File: config.mk
export PLATFORM = sky130hd
export DESIGN_NAME = loudness_gain_curve_builder
export DESIGN_NICKNAME = d
export VERILOG_FILES = /design/src/hdl/lgcb_pkg.sv /design/src/hdl/lgcb_front.sv /design/src/hdl/lgcb_job_fifo.sv /design/src/hdl/lgcb_back.sv /design/src/hdl/loudness_gain_curve_builder.sv
export SDC_FILE = /design/constraint.sdc
export NUM_CORES = 2
export LEC_CHECK = 0
export ABC_AREA = 1
export BUFFER_PORTS_ARGS = -buffer_cell sky130_fd_sc_hd__buf_2
export CORE_ASPECT_RATIO = 1.2
export CORE_UTILIZATION = 60
export DETAILED_ROUTE_END_ITERATION = 7
export MAX_ROUTING_LAYER = met4
export PLACE_DENSITY_LB_ADDON = 0.15
export SETUP_SLACK_MARGIN = 0.05
export SLEW_MARGIN = 20
export SYNTH_ARGS = -nofsm -noshare
export SYNTH_HDL_FRONTEND = slang
export SYNTH_SLANG_ARGS = --single-unit
export TNS_END_PERCENT = 20
File: constraint.sdc
create_clock -name clk -period 13.05 [get_ports clk]
set_input_delay 1.9575 -clock clk [delete_from_list [all_inputs] [get_ports clk]]
set_output_delay 1.9575 -clock clk [all_outputs]
set_load 0.01 [all_outputs]
File: src/hdl/lgcb_pkg.sv
// Package for the loudness gain curve builder.
// Holds the word structs, the job descriptor, status and register codes.
// No dependencies.
package lgcb_pkg;

  // Job count field covers point stores of up to 127 points
  localparam int CNT_W = 7;

  localparam logic [17:0] ONE_KHZ = 18'd10000;
  localparam logic [17:0] BAND_LO = 18'd200;
  localparam logic [17:0] BAND_HI = 18'd125000;

  localparam logic [16:0] STRENGTH_RST  = 17'd65536;
  localparam logic [11:0] MAX_BOOST_RST = 12'd3072;
  localparam logic [17:0] ROLLOFF_RST   = 18'd0;

  // Status codes
  localparam logic [2:0] ST_OK        = 3'd0;
  localparam logic [2:0] ST_LIMITED   = 3'd1;
  localparam logic [2:0] ST_EMPTY     = 3'd2;
  localparam logic [2:0] ST_NO_ANCHOR = 3'd3;
  localparam logic [2:0] ST_MISALIGN  = 3'd4;

  // Register indexes
  localparam logic [1:0] REG_STRENGTH  = 2'd0;
  localparam logic [1:0] REG_MAX_BOOST = 2'd1;
  localparam logic [1:0] REG_ROLLOFF   = 2'd2;

  typedef struct packed {
    logic [17:0]        point_freq;
    logic [17:0]        ref_point_freq;
    logic signed [15:0] current_level;
    logic signed [15:0] reference_level;
    logic               is_last;
  } point_t;

  typedef struct packed {
    logic [17:0]        out_freq;
    logic signed [15:0] gain;
    logic               point_limited;
    logic [2:0]         status;
    logic               end_of_curve;
  } result_t;

  // One stored contour point
  typedef struct packed {
    logic [17:0]        freq;
    logic signed [15:0] cur_level;
    logic signed [15:0] ref_level;
  } mem_word_t;

  // Curve descriptor handed from front to back
  typedef struct packed {
    logic [2:0]         status;
    logic [CNT_W-1:0]   count;
    logic signed [15:0] cur_anchor;
    logic signed [15:0] ref_anchor;
  } job_t;

  typedef struct packed {
    logic [16:0] strength;
    logic [11:0] max_boost;
    logic [17:0] rolloff;
  } cfg_t;

  typedef enum logic [1:0] {
    BK_IDLE,
    BK_RUN,
    BK_ERR
  } back_state_t;

endpackage

File: src/hdl/lgcb_front.sv
// Front end: accepts contour points, stores them, tracks anchors and errors.
// Emits one job descriptor per curve. Depends on lgcb_pkg.
module lgcb_front
  import lgcb_pkg::*;
#(
  parameter int MAX_POINTS = 32
) (
  input  logic      clk,
  input  logic      rst,
  input  logic      accept,
  input  point_t    point,
  output logic      push,
  output job_t      job,
  input  logic      rd_en,
  input  logic [$clog2(MAX_POINTS)-1:0] rd_addr,
  output mem_word_t rd_data
);

  localparam int AW = $clog2(MAX_POINTS);
  localparam int CW = $clog2(MAX_POINTS + 1);

  mem_word_t mem [MAX_POINTS];

  logic [CW-1:0]      count;
  logic               ovf;
  logic               mis;
  logic               cur_found;
  logic               ref_found;
  logic signed [15:0] cur_anchor;
  logic signed [15:0] ref_anchor;

  logic               stored;
  logic [CW-1:0]      count_f;
  logic               ovf_f;
  logic               mis_f;
  logic               cur_hit;
  logic               ref_hit;
  logic signed [15:0] cur_anchor_f;
  logic signed [15:0] ref_anchor_f;

  // Classify the incoming point against the running curve state
  always_comb begin
    stored       = accept && (count != CW'(MAX_POINTS));
    count_f      = stored ? count + CW'(1) : count;
    ovf_f        = ovf || (accept && !stored);
    mis_f        = mis || (stored && (point.point_freq != point.ref_point_freq));
    cur_hit      = stored && !cur_found && (point.point_freq == ONE_KHZ);
    ref_hit      = stored && !ref_found && (point.ref_point_freq == ONE_KHZ);
    cur_anchor_f = cur_hit ? point.current_level : cur_anchor;
    ref_anchor_f = ref_hit ? point.reference_level : ref_anchor;
    push         = accept && point.is_last;
    job.count      = CNT_W'(count_f);
    job.cur_anchor = cur_anchor_f;
    job.ref_anchor = ref_anchor_f;
    if (ovf_f || (count_f == '0)) begin
      job.status = ST_EMPTY;
    end else if (!(cur_found || cur_hit) || !(ref_found || ref_hit)) begin
      job.status = ST_NO_ANCHOR;
    end else if (mis_f) begin
      job.status = ST_MISALIGN;
    end else begin
      job.status = ST_OK;
    end
  end

  // Curve state; cleared after the final point
  always_ff @(posedge clk) begin
    if (rst || push) begin
      count      <= '0;
      ovf        <= 1'b0;
      mis        <= 1'b0;
      cur_found  <= 1'b0;
      ref_found  <= 1'b0;
      cur_anchor <= '0;
      ref_anchor <= '0;
    end else if (accept) begin
      count      <= count_f;
      ovf        <= ovf_f;
      mis        <= mis_f;
      cur_found  <= cur_found || cur_hit;
      ref_found  <= ref_found || ref_hit;
      cur_anchor <= cur_anchor_f;
      ref_anchor <= ref_anchor_f;
    end
  end

  // Point store: one write port, one registered read port
  always_ff @(posedge clk) begin
    if (stored) begin
      mem[count[AW-1:0]] <= '{freq:      point.point_freq,
                              cur_level: point.current_level,
                              ref_level: point.reference_level};
    end
    if (rd_en) begin
      rd_data <= mem[rd_addr];
    end
  end

`ifndef SYNTH
  a_count_bound: assert property (@(posedge clk) disable iff (rst)
    count <= CW'(MAX_POINTS))
    else $error("point count beyond store depth");
  a_clear_after_last: assert property (@(posedge clk) disable iff (rst)
    push |=> (count == '0) && !ovf && !cur_found && !ref_found)
    else $error("curve state not cleared after final point");
`endif

endmodule

File: src/hdl/lgcb_job_fifo.sv
// Two-entry queue of job descriptors between front and back.
// Depends on lgcb_pkg.
module lgcb_job_fifo
  import lgcb_pkg::*;
(
  input  logic clk,
  input  logic rst,
  input  logic push,
  input  job_t push_job,
  input  logic pop,
  output job_t pop_job,
  output logic empty
);

  job_t       slots [2];
  logic       wr_ptr;
  logic       rd_ptr;
  logic [1:0] level;
  logic       full;

  assign empty   = (level == 2'd0);
  assign full    = (level == 2'd2);
  assign pop_job = slots[rd_ptr];

  // Pointers and fill level
  always_ff @(posedge clk) begin
    if (rst) begin
      wr_ptr <= 1'b0;
      rd_ptr <= 1'b0;
      level  <= 2'd0;
    end else begin
      if (push) begin
        wr_ptr <= !wr_ptr;
      end
      if (pop) begin
        rd_ptr <= !rd_ptr;
      end
      level <= level + 2'(push) - 2'(pop);
    end
  end

  // Entry storage
  always_ff @(posedge clk) begin
    if (push) begin
      slots[wr_ptr] <= push_job;
    end
  end

`ifndef SYNTH
  a_no_overrun: assert property (@(posedge clk) disable iff (rst)
    push |-> !full)
    else $error("job queue overrun");
  a_no_underrun: assert property (@(posedge clk) disable iff (rst)
    pop |-> !empty)
    else $error("job queue underrun");
`endif

endmodule

File: src/hdl/lgcb_back.sv
// Back end: walks the stored points of a job, computes and limits each gain.
// Reads the point store in lgcb_front. Depends on lgcb_pkg.
module lgcb_back
  import lgcb_pkg::*;
#(
  parameter int MAX_POINTS = 32
) (
  input  logic      clk,
  input  logic      rst,
  input  cfg_t      cfg,
  input  logic      job_empty,
  input  job_t      job_in,
  output logic      pop,
  output logic      rd_en,
  output logic [$clog2(MAX_POINTS)-1:0] rd_addr,
  input  mem_word_t rd_data,
  output logic      active,
  output logic      result_strobe,
  output result_t   result
);

  localparam int AW = $clog2(MAX_POINTS);

  back_state_t state;
  back_state_t state_next;
  job_t        job;
  logic [CNT_W-1:0] idx;
  logic        issue_last;
  logic        err_emit;

  // Pipeline registers
  logic               v1, v2, v3;
  logic               last1, last2, last3;
  logic signed [17:0] diff2;
  logic [17:0]        freq2, freq3;
  logic signed [35:0] prod3;
  logic               any_lim;

  assign issue_last = (idx == job.count - CNT_W'(1));
  assign rd_addr    = idx[AW-1:0];
  assign active     = (state != BK_IDLE) || v1 || v2 || v3;

  // Next state
  always_comb begin
    state_next = state;
    case (state)
      BK_IDLE: begin
        if (!job_empty) begin
          state_next = (job_in.status != ST_OK) ? BK_ERR : BK_RUN;
        end
      end
      BK_RUN: begin
        if (issue_last) begin
          state_next = BK_IDLE;
        end
      end
      BK_ERR:  state_next = BK_IDLE;
      default: state_next = BK_IDLE;
    endcase
  end

  // State outputs
  always_comb begin
    pop      = 1'b0;
    rd_en    = 1'b0;
    err_emit = 1'b0;
    case (state)
      BK_IDLE: pop      = !job_empty;
      BK_RUN:  rd_en    = 1'b1;
      BK_ERR:  err_emit = 1'b1;
      default: ;
    endcase
  end

  always_ff @(posedge clk) begin
    if (rst) begin
      state <= BK_IDLE;
    end else begin
      state <= state_next;
    end
  end

  // Job latch and read index
  always_ff @(posedge clk) begin
    if (pop) begin
      job <= job_in;
      idx <= '0;
    end else if (rd_en) begin
      idx <= idx + CNT_W'(1);
    end
  end

  // Stage valids
  always_ff @(posedge clk) begin
    if (rst) begin
      v1 <= 1'b0;
      v2 <= 1'b0;
      v3 <= 1'b0;
    end else begin
      v1 <= rd_en;
      v2 <= v1;
      v3 <= v2;
    end
  end

  // Difference against anchors, then scale by strength
  always_ff @(posedge clk) begin
    last1 <= issue_last;
    last2 <= last1;
    last3 <= last2;
    freq2 <= rd_data.freq;
    freq3 <= freq2;
    diff2 <= ({{2{rd_data.cur_level[15]}}, rd_data.cur_level}
              - {{2{job.cur_anchor[15]}}, job.cur_anchor})
           - ({{2{rd_data.ref_level[15]}}, rd_data.ref_level}
              - {{2{job.ref_anchor[15]}}, job.ref_anchor});
    prod3 <= diff2 * $signed({1'b0, cfg.strength});
  end

  // Rounding and limits
  logic signed [35:0] rounded;
  logic signed [19:0] g;
  logic               lim;

  always_comb begin
    rounded = prod3 + 36'sd32768;
    g       = rounded[35:16];
    lim     = 1'b0;
    if ((freq3 < BAND_LO) || (freq3 > BAND_HI)) begin
      g   = '0;
      lim = 1'b1;
    end
    if ((cfg.rolloff != '0) && (freq3 < cfg.rolloff) && (g > 20'sd0)) begin
      g   = '0;
      lim = 1'b1;
    end
    if (g > $signed({8'd0, cfg.max_boost})) begin
      g   = $signed({8'd0, cfg.max_boost});
      lim = 1'b1;
    end
    if (g < -20'sd32768) begin
      g = -20'sd32768;
    end
  end

  // Limited-point tracking over one curve
  always_ff @(posedge clk) begin
    if (rst || pop) begin
      any_lim <= 1'b0;
    end else if (v3 && lim) begin
      any_lim <= 1'b1;
    end
  end

  // Result word register
  always_ff @(posedge clk) begin
    if (rst) begin
      result_strobe <= 1'b0;
    end else begin
      result_strobe <= v3 || err_emit;
    end
  end

  always_ff @(posedge clk) begin
    if (err_emit) begin
      result <= '{out_freq: '0, gain: '0, point_limited: 1'b0,
                  status: job.status, end_of_curve: 1'b1};
    end else if (v3) begin
      result.out_freq      <= freq3;
      result.gain          <= g[15:0];
      result.point_limited <= lim;
      result.status        <= (last3 && (any_lim || lim)) ? ST_LIMITED : ST_OK;
      result.end_of_curve  <= last3;
    end
  end

`ifndef SYNTH
  a_err_word: assert property (@(posedge clk) disable iff (rst)
    (state == BK_ERR) |=> result_strobe && result.end_of_curve
                          && (result.status != ST_OK))
    else $error("error word not emitted");
  a_one_source: assert property (@(posedge clk) disable iff (rst)
    !(v3 && err_emit))
    else $error("gain word and error word collide");
`endif

endmodule

File: src/hdl/loudness_gain_curve_builder.sv
// Loudness gain curve builder: point loading at one point per cycle while
// busy is low. After the final point, its job passes the job queue and the
// gain words follow, registered, one word per cycle; a failed job gives an
// error word instead. busy is high from the final point until the last word
// is registered.
// rst (sync, high) clears control state and config registers; no point store or data path reset.
module loudness_gain_curve_builder
  import lgcb_pkg::*;
#(
  parameter int MAX_POINTS = 32
) (
  input  logic        clk,
  input  logic        rst,
  input  logic        start,
  output logic        busy,
  input  point_t      point,
  output logic        result_strobe,
  output result_t     result,
  input  logic        wr_en,
  input  logic [1:0]  wr_index,
  input  logic [17:0] wr_data
);

  localparam int AW = $clog2(MAX_POINTS);

  cfg_t      cfg;
  logic      accept;
  logic      push;
  job_t      push_job;
  logic      pop;
  job_t      pop_job;
  logic      job_empty;
  logic      rd_en;
  logic [AW-1:0] rd_addr;
  mem_word_t rd_data;
  logic      back_active;

  assign accept = start && !busy;
  assign busy   = !job_empty || back_active;

  // Configuration registers
  always_ff @(posedge clk) begin
    if (rst) begin
      cfg <= '{strength: STRENGTH_RST, max_boost: MAX_BOOST_RST,
               rolloff: ROLLOFF_RST};
    end else if (wr_en) begin
      case (wr_index)
        REG_STRENGTH:  cfg.strength  <= wr_data[16:0];
        REG_MAX_BOOST: cfg.max_boost <= wr_data[11:0];
        REG_ROLLOFF:   cfg.rolloff   <= wr_data;
        default: ;
      endcase
    end
  end

  lgcb_front #(.MAX_POINTS(MAX_POINTS)) u_front (
    .clk     (clk),
    .rst     (rst),
    .accept  (accept),
    .point   (point),
    .push    (push),
    .job     (push_job),
    .rd_en   (rd_en),
    .rd_addr (rd_addr),
    .rd_data (rd_data)
  );

  lgcb_job_fifo u_fifo (
    .clk      (clk),
    .rst      (rst),
    .push     (push),
    .push_job (push_job),
    .pop      (pop),
    .pop_job  (pop_job),
    .empty    (job_empty)
  );

  lgcb_back #(.MAX_POINTS(MAX_POINTS)) u_back (
    .clk           (clk),
    .rst           (rst),
    .cfg           (cfg),
    .job_empty     (job_empty),
    .job_in        (pop_job),
    .pop           (pop),
    .rd_en         (rd_en),
    .rd_addr       (rd_addr),
    .rd_data       (rd_data),
    .active        (back_active),
    .result_strobe (result_strobe),
    .result        (result)
  );

`ifndef SYNTH
  a_busy_after_last: assert property (@(posedge clk) disable iff (rst)
    (accept && point.is_last) |=> busy)
    else $error("block idle right after final point");
`endif

endmodule
==> reports/results.ini <==
[layout]
fin_area_mm2 = 0.0992
synthToLayoutAreaGrowth_pct = 9.37
layout_commonest_cell = edfxtp_1
fin_nets = 8304
drive_above_1_share_pct = 7.93
utilization_pct = 66.4
layout_common_cells = 1776 x edfxtp_1, 977 x nor2_1, 955 x o21ai_0

[synth]
ys_warn_count = 0
synth.top_cell.area_share_pct = 58.8
ys_ff_latch = 1998
yosysTopAreaCell = edfxtp_1
ys_seq_area_share_pct = 63.7
ys_types = 55
synthXorXnorAreaFrac_pct = 0.937
synth_area_per_cell_um2 = 11.7
synth_mux_area_share_pct = 0.505
synth_cells = 7750
yosys.area_share.simple_pct = 10.1
synthTopCellsByArea = edfxtp_1 59%, fa_1 6.9%, o21ai_0 5.3%, dfxtp_1 4.9%, nor2_1 4.2%
synth_compound_area_share_pct = 10.4
synth_top_family_by_area = compound AO/OA/AOI/OAI gates
syn_area_mm2 = 0.0907
syn_nets = 8329
synthAdderAreaFrac_pct = 9.29

[power_and_ir_drop]
p_leak_nw = 36.8
peakVddDrop_uv = 205
power.density_mw_per_mm2 = 191

[floorplanning]
die-height_um = 428
dieWidth_um = 357
ios = 134
rows = 155
dieArea_mm2 = 0.153
core_mm2 = 0.149
initial_core_util_pct = 60.7

[run]
maxCapViolations = 0

[global_route]
track_usage_pct = 32.9
grt_pass1_vias = 58503
grt_max_degree = 222
antenna_found_initial = 16
overflow = 0
grt_pass1_wl_um = 360000

[sta]
period_needed_ns = 6.40
rsz0062_at_grt = false
fmax_mhz = 156
final_max_slew_viol_count = 0
hold_violations = 0
skew_ns = 0.0287
fin_ws_ns = 6.65
setup_viol = 0
period_share_pct = 49.1
relSlewSlack_pct = 1.94
tightest_slew_ns = 1.47
whs_ns = 0.319
final.setup.tns_ns = 0

[cts]
post_cts_resized = 0
cts-root-buf = clkbuf_16
clk_path_buf_depth = 3
ctsHtreeMaxLevel = 4
cts_tree = done
clk-insertion-delay-late_ns = 0.85
postCtsSetupBuffers = 0
cts_sinks = 1998
cts-hold-fix-buffers = 0
numCtsBuffers = 185
path_clk_slew_ns = 0.06

[worst_setup_path]
path_max_fanout = 19
cp_top_family = adder cells
worstPathCellList = nand2_1 > inv_1 > fa_1 > fa_1 > inv_1 > fa_1 > fa_1 > fa_1 > fa_1 > inv_1 > ha_1 > nand2_1 > nor4_1 > nand3_1 > nand3_1 > nand2_1 > o211ai_1 > a21oi_1 > xor2_1
arrival_ns = 7.11
reg2reg_from = cfg[34]
crit_buf_inv = 3
critPathMaxStageDelay_ns = 0.86
path_depth = 19
cp_slowest_cell = fa_1
r2r_cells = 19
path_class = flip-flop to flip-flop
path_common_cell = fa_1
reg2reg_slack_ns = 6.65
cp.required_ns = 13.76
endpoint_kind = flip-flop
startpoint_type = flip-flop
rr_endpoint = u_back.prod3[35]

[place]
place_area_mm2 = 0.0932
dp_hpwl_um = 140000
io_buffer_count = 133
pre_cts_slack_ns = 6.72
place.gp.congestion = 0.933

[routing]
drc_errors = 0
drt_iter0_drc = 7623
avgViaCountPerCell = 6.18
totalWireLength_um = 245000
wl_per_cell_um = 24.9
drt_pass1_iterations = 8
antenna_left = 0
vias = 60930

[worst_hold_path]
hold_class = flip-flop to flip-flop
holdCritStartpoint = u_back.freq2[2]
min_to = u_back.freq3[2]
holdPathStages = 0

[status]
status = finished clean

per-stage QoR:
stage / total power, W / instances
after CTS: 0.0190 / 9844
final: 0.0189 / 9852
after global routing: 0.0200 / 9849
after detailed placement: 0.0137 / 9500
after global placement: 0.0136 / 9499
after floorplan: 0.0119 / 7750
worst register-to-register path, cell delays in order, from the launching register on:
cell      delay [ns]
dfxtp_1         0.82
nand2_1         0.20
inv_1           0.13
fa_1            0.51
fa_1            0.86
inv_1           0.12
fa_1            0.48
fa_1            0.57
fa_1            0.43
fa_1            0.53
inv_1           0.06
ha_1            0.34
nand2_1         0.13
nor4_1          0.39
nand3_1         0.12
nand3_1         0.14
nand2_1         0.08
o211ai_1        0.13
a21oi_1         0.12
xor2_1          0.15
synthesized netlist by cell type, drive strengths merged:
cell and instances:
edfxtp 1776, nor2 1025, o21ai 963, nand2 938, inv 761, clkbuf 388
fa 312, o22ai 241, dfxtp 222, a21oi 192, nand3 181, ha 174
o221ai 160, nand4 73, xor2 66, buf 51, o211ai 45, mux2 38
xnor2 31, nor3 30, nor4 16, o21bai 9, a21o 7, o21a 6
a211oi 5, a21boi 5, a31oi 5, clkinv 5, o31ai 5, mux2i 3
o2111ai 3, or2 3, nand3b 2, a2111oi 1, a211o 1, a221oi 1
a22oi 1, and2 1, and3 1, nor3b 1, o211a 1, or4 1
power by group:
| part | leakage (nW) | internal (W) | switching, W |
|---|---|---|---|
| clock network | 2.91 | 0.00293 | 0.00239 |
| registers | 17.9 | 0.00734 | 0.000293 |
| logic | 16.0 | 0.00210 | 0.00391 |
| total | 36.8 | 0.0124 | 0.00659 |
logic make-up after synthesis:
| kind of cell | after synthesis |
|---|---|
| and+or+nand+nor | 2272 |
| DFF | 1998 |
| AOI/OAI and AO/OA | 1651 |
| buffers and inverters | 1205 |
| adders and majority gates | 486 |
| xor gates and xnor gates | 97 |
| muxes | 41 |
sequential cells by signal, summed over array words and instances (netlist names), 2 cells and up, named ones only:
name                count
u_front.cur_anchor     16
u_front.mem          1600
u_back.result          39
u_back.prod3           21
u_back.job             41
u_back.state            2
u_front.rd_data        50
u_back.diff2           18
u_front.ref_anchor     16
u_fifo.slots           82
u_fifo.level            2
u_back.freq2           18
u_back.idx              7
u_front.count           6
cfg                    47
u_back.freq3           18
routing by layer:
metal | wire length, um | share of wire, % | GRT usage [%]
met5 | 0 | 0 | -
met4 | 10000 | 4.1 | 13.2
met3 | 21700 | 8.9 | 4.39
met2 | 121000 | 49 | 52.8
met1 | 93100 | 38 | 42.5
final cells by class:
class | instances | area [um2]
Clock buffer | 249 | 5030
Fill cell | 10999 | 50200
Sequential cell | 1998 | 57800
Tap cell | 1962 | 2450
Multi-Input combinational cell | 4547 | 28600
Clock inverter | 95 | 913
Inverter | 766 | 2910
Antenna cell | 8 | 20.0
Timing Repair Buffer | 227 | 1440
how the worst max path moves through the flow:
stage	startpoint	to
after floorplan	start	u_front.mem[19][0]
after global placement	cfg[33]	u_back.prod3[35]
after detailed placement	cfg[33]	u_back.prod3[35]
after CTS	cfg[33]	u_back.prod3[35]
after global routing	cfg[33]	u_back.prod3[35]
final	cfg[34]	u_back.prod3[35]
Power figures use the tool's default switching activity.
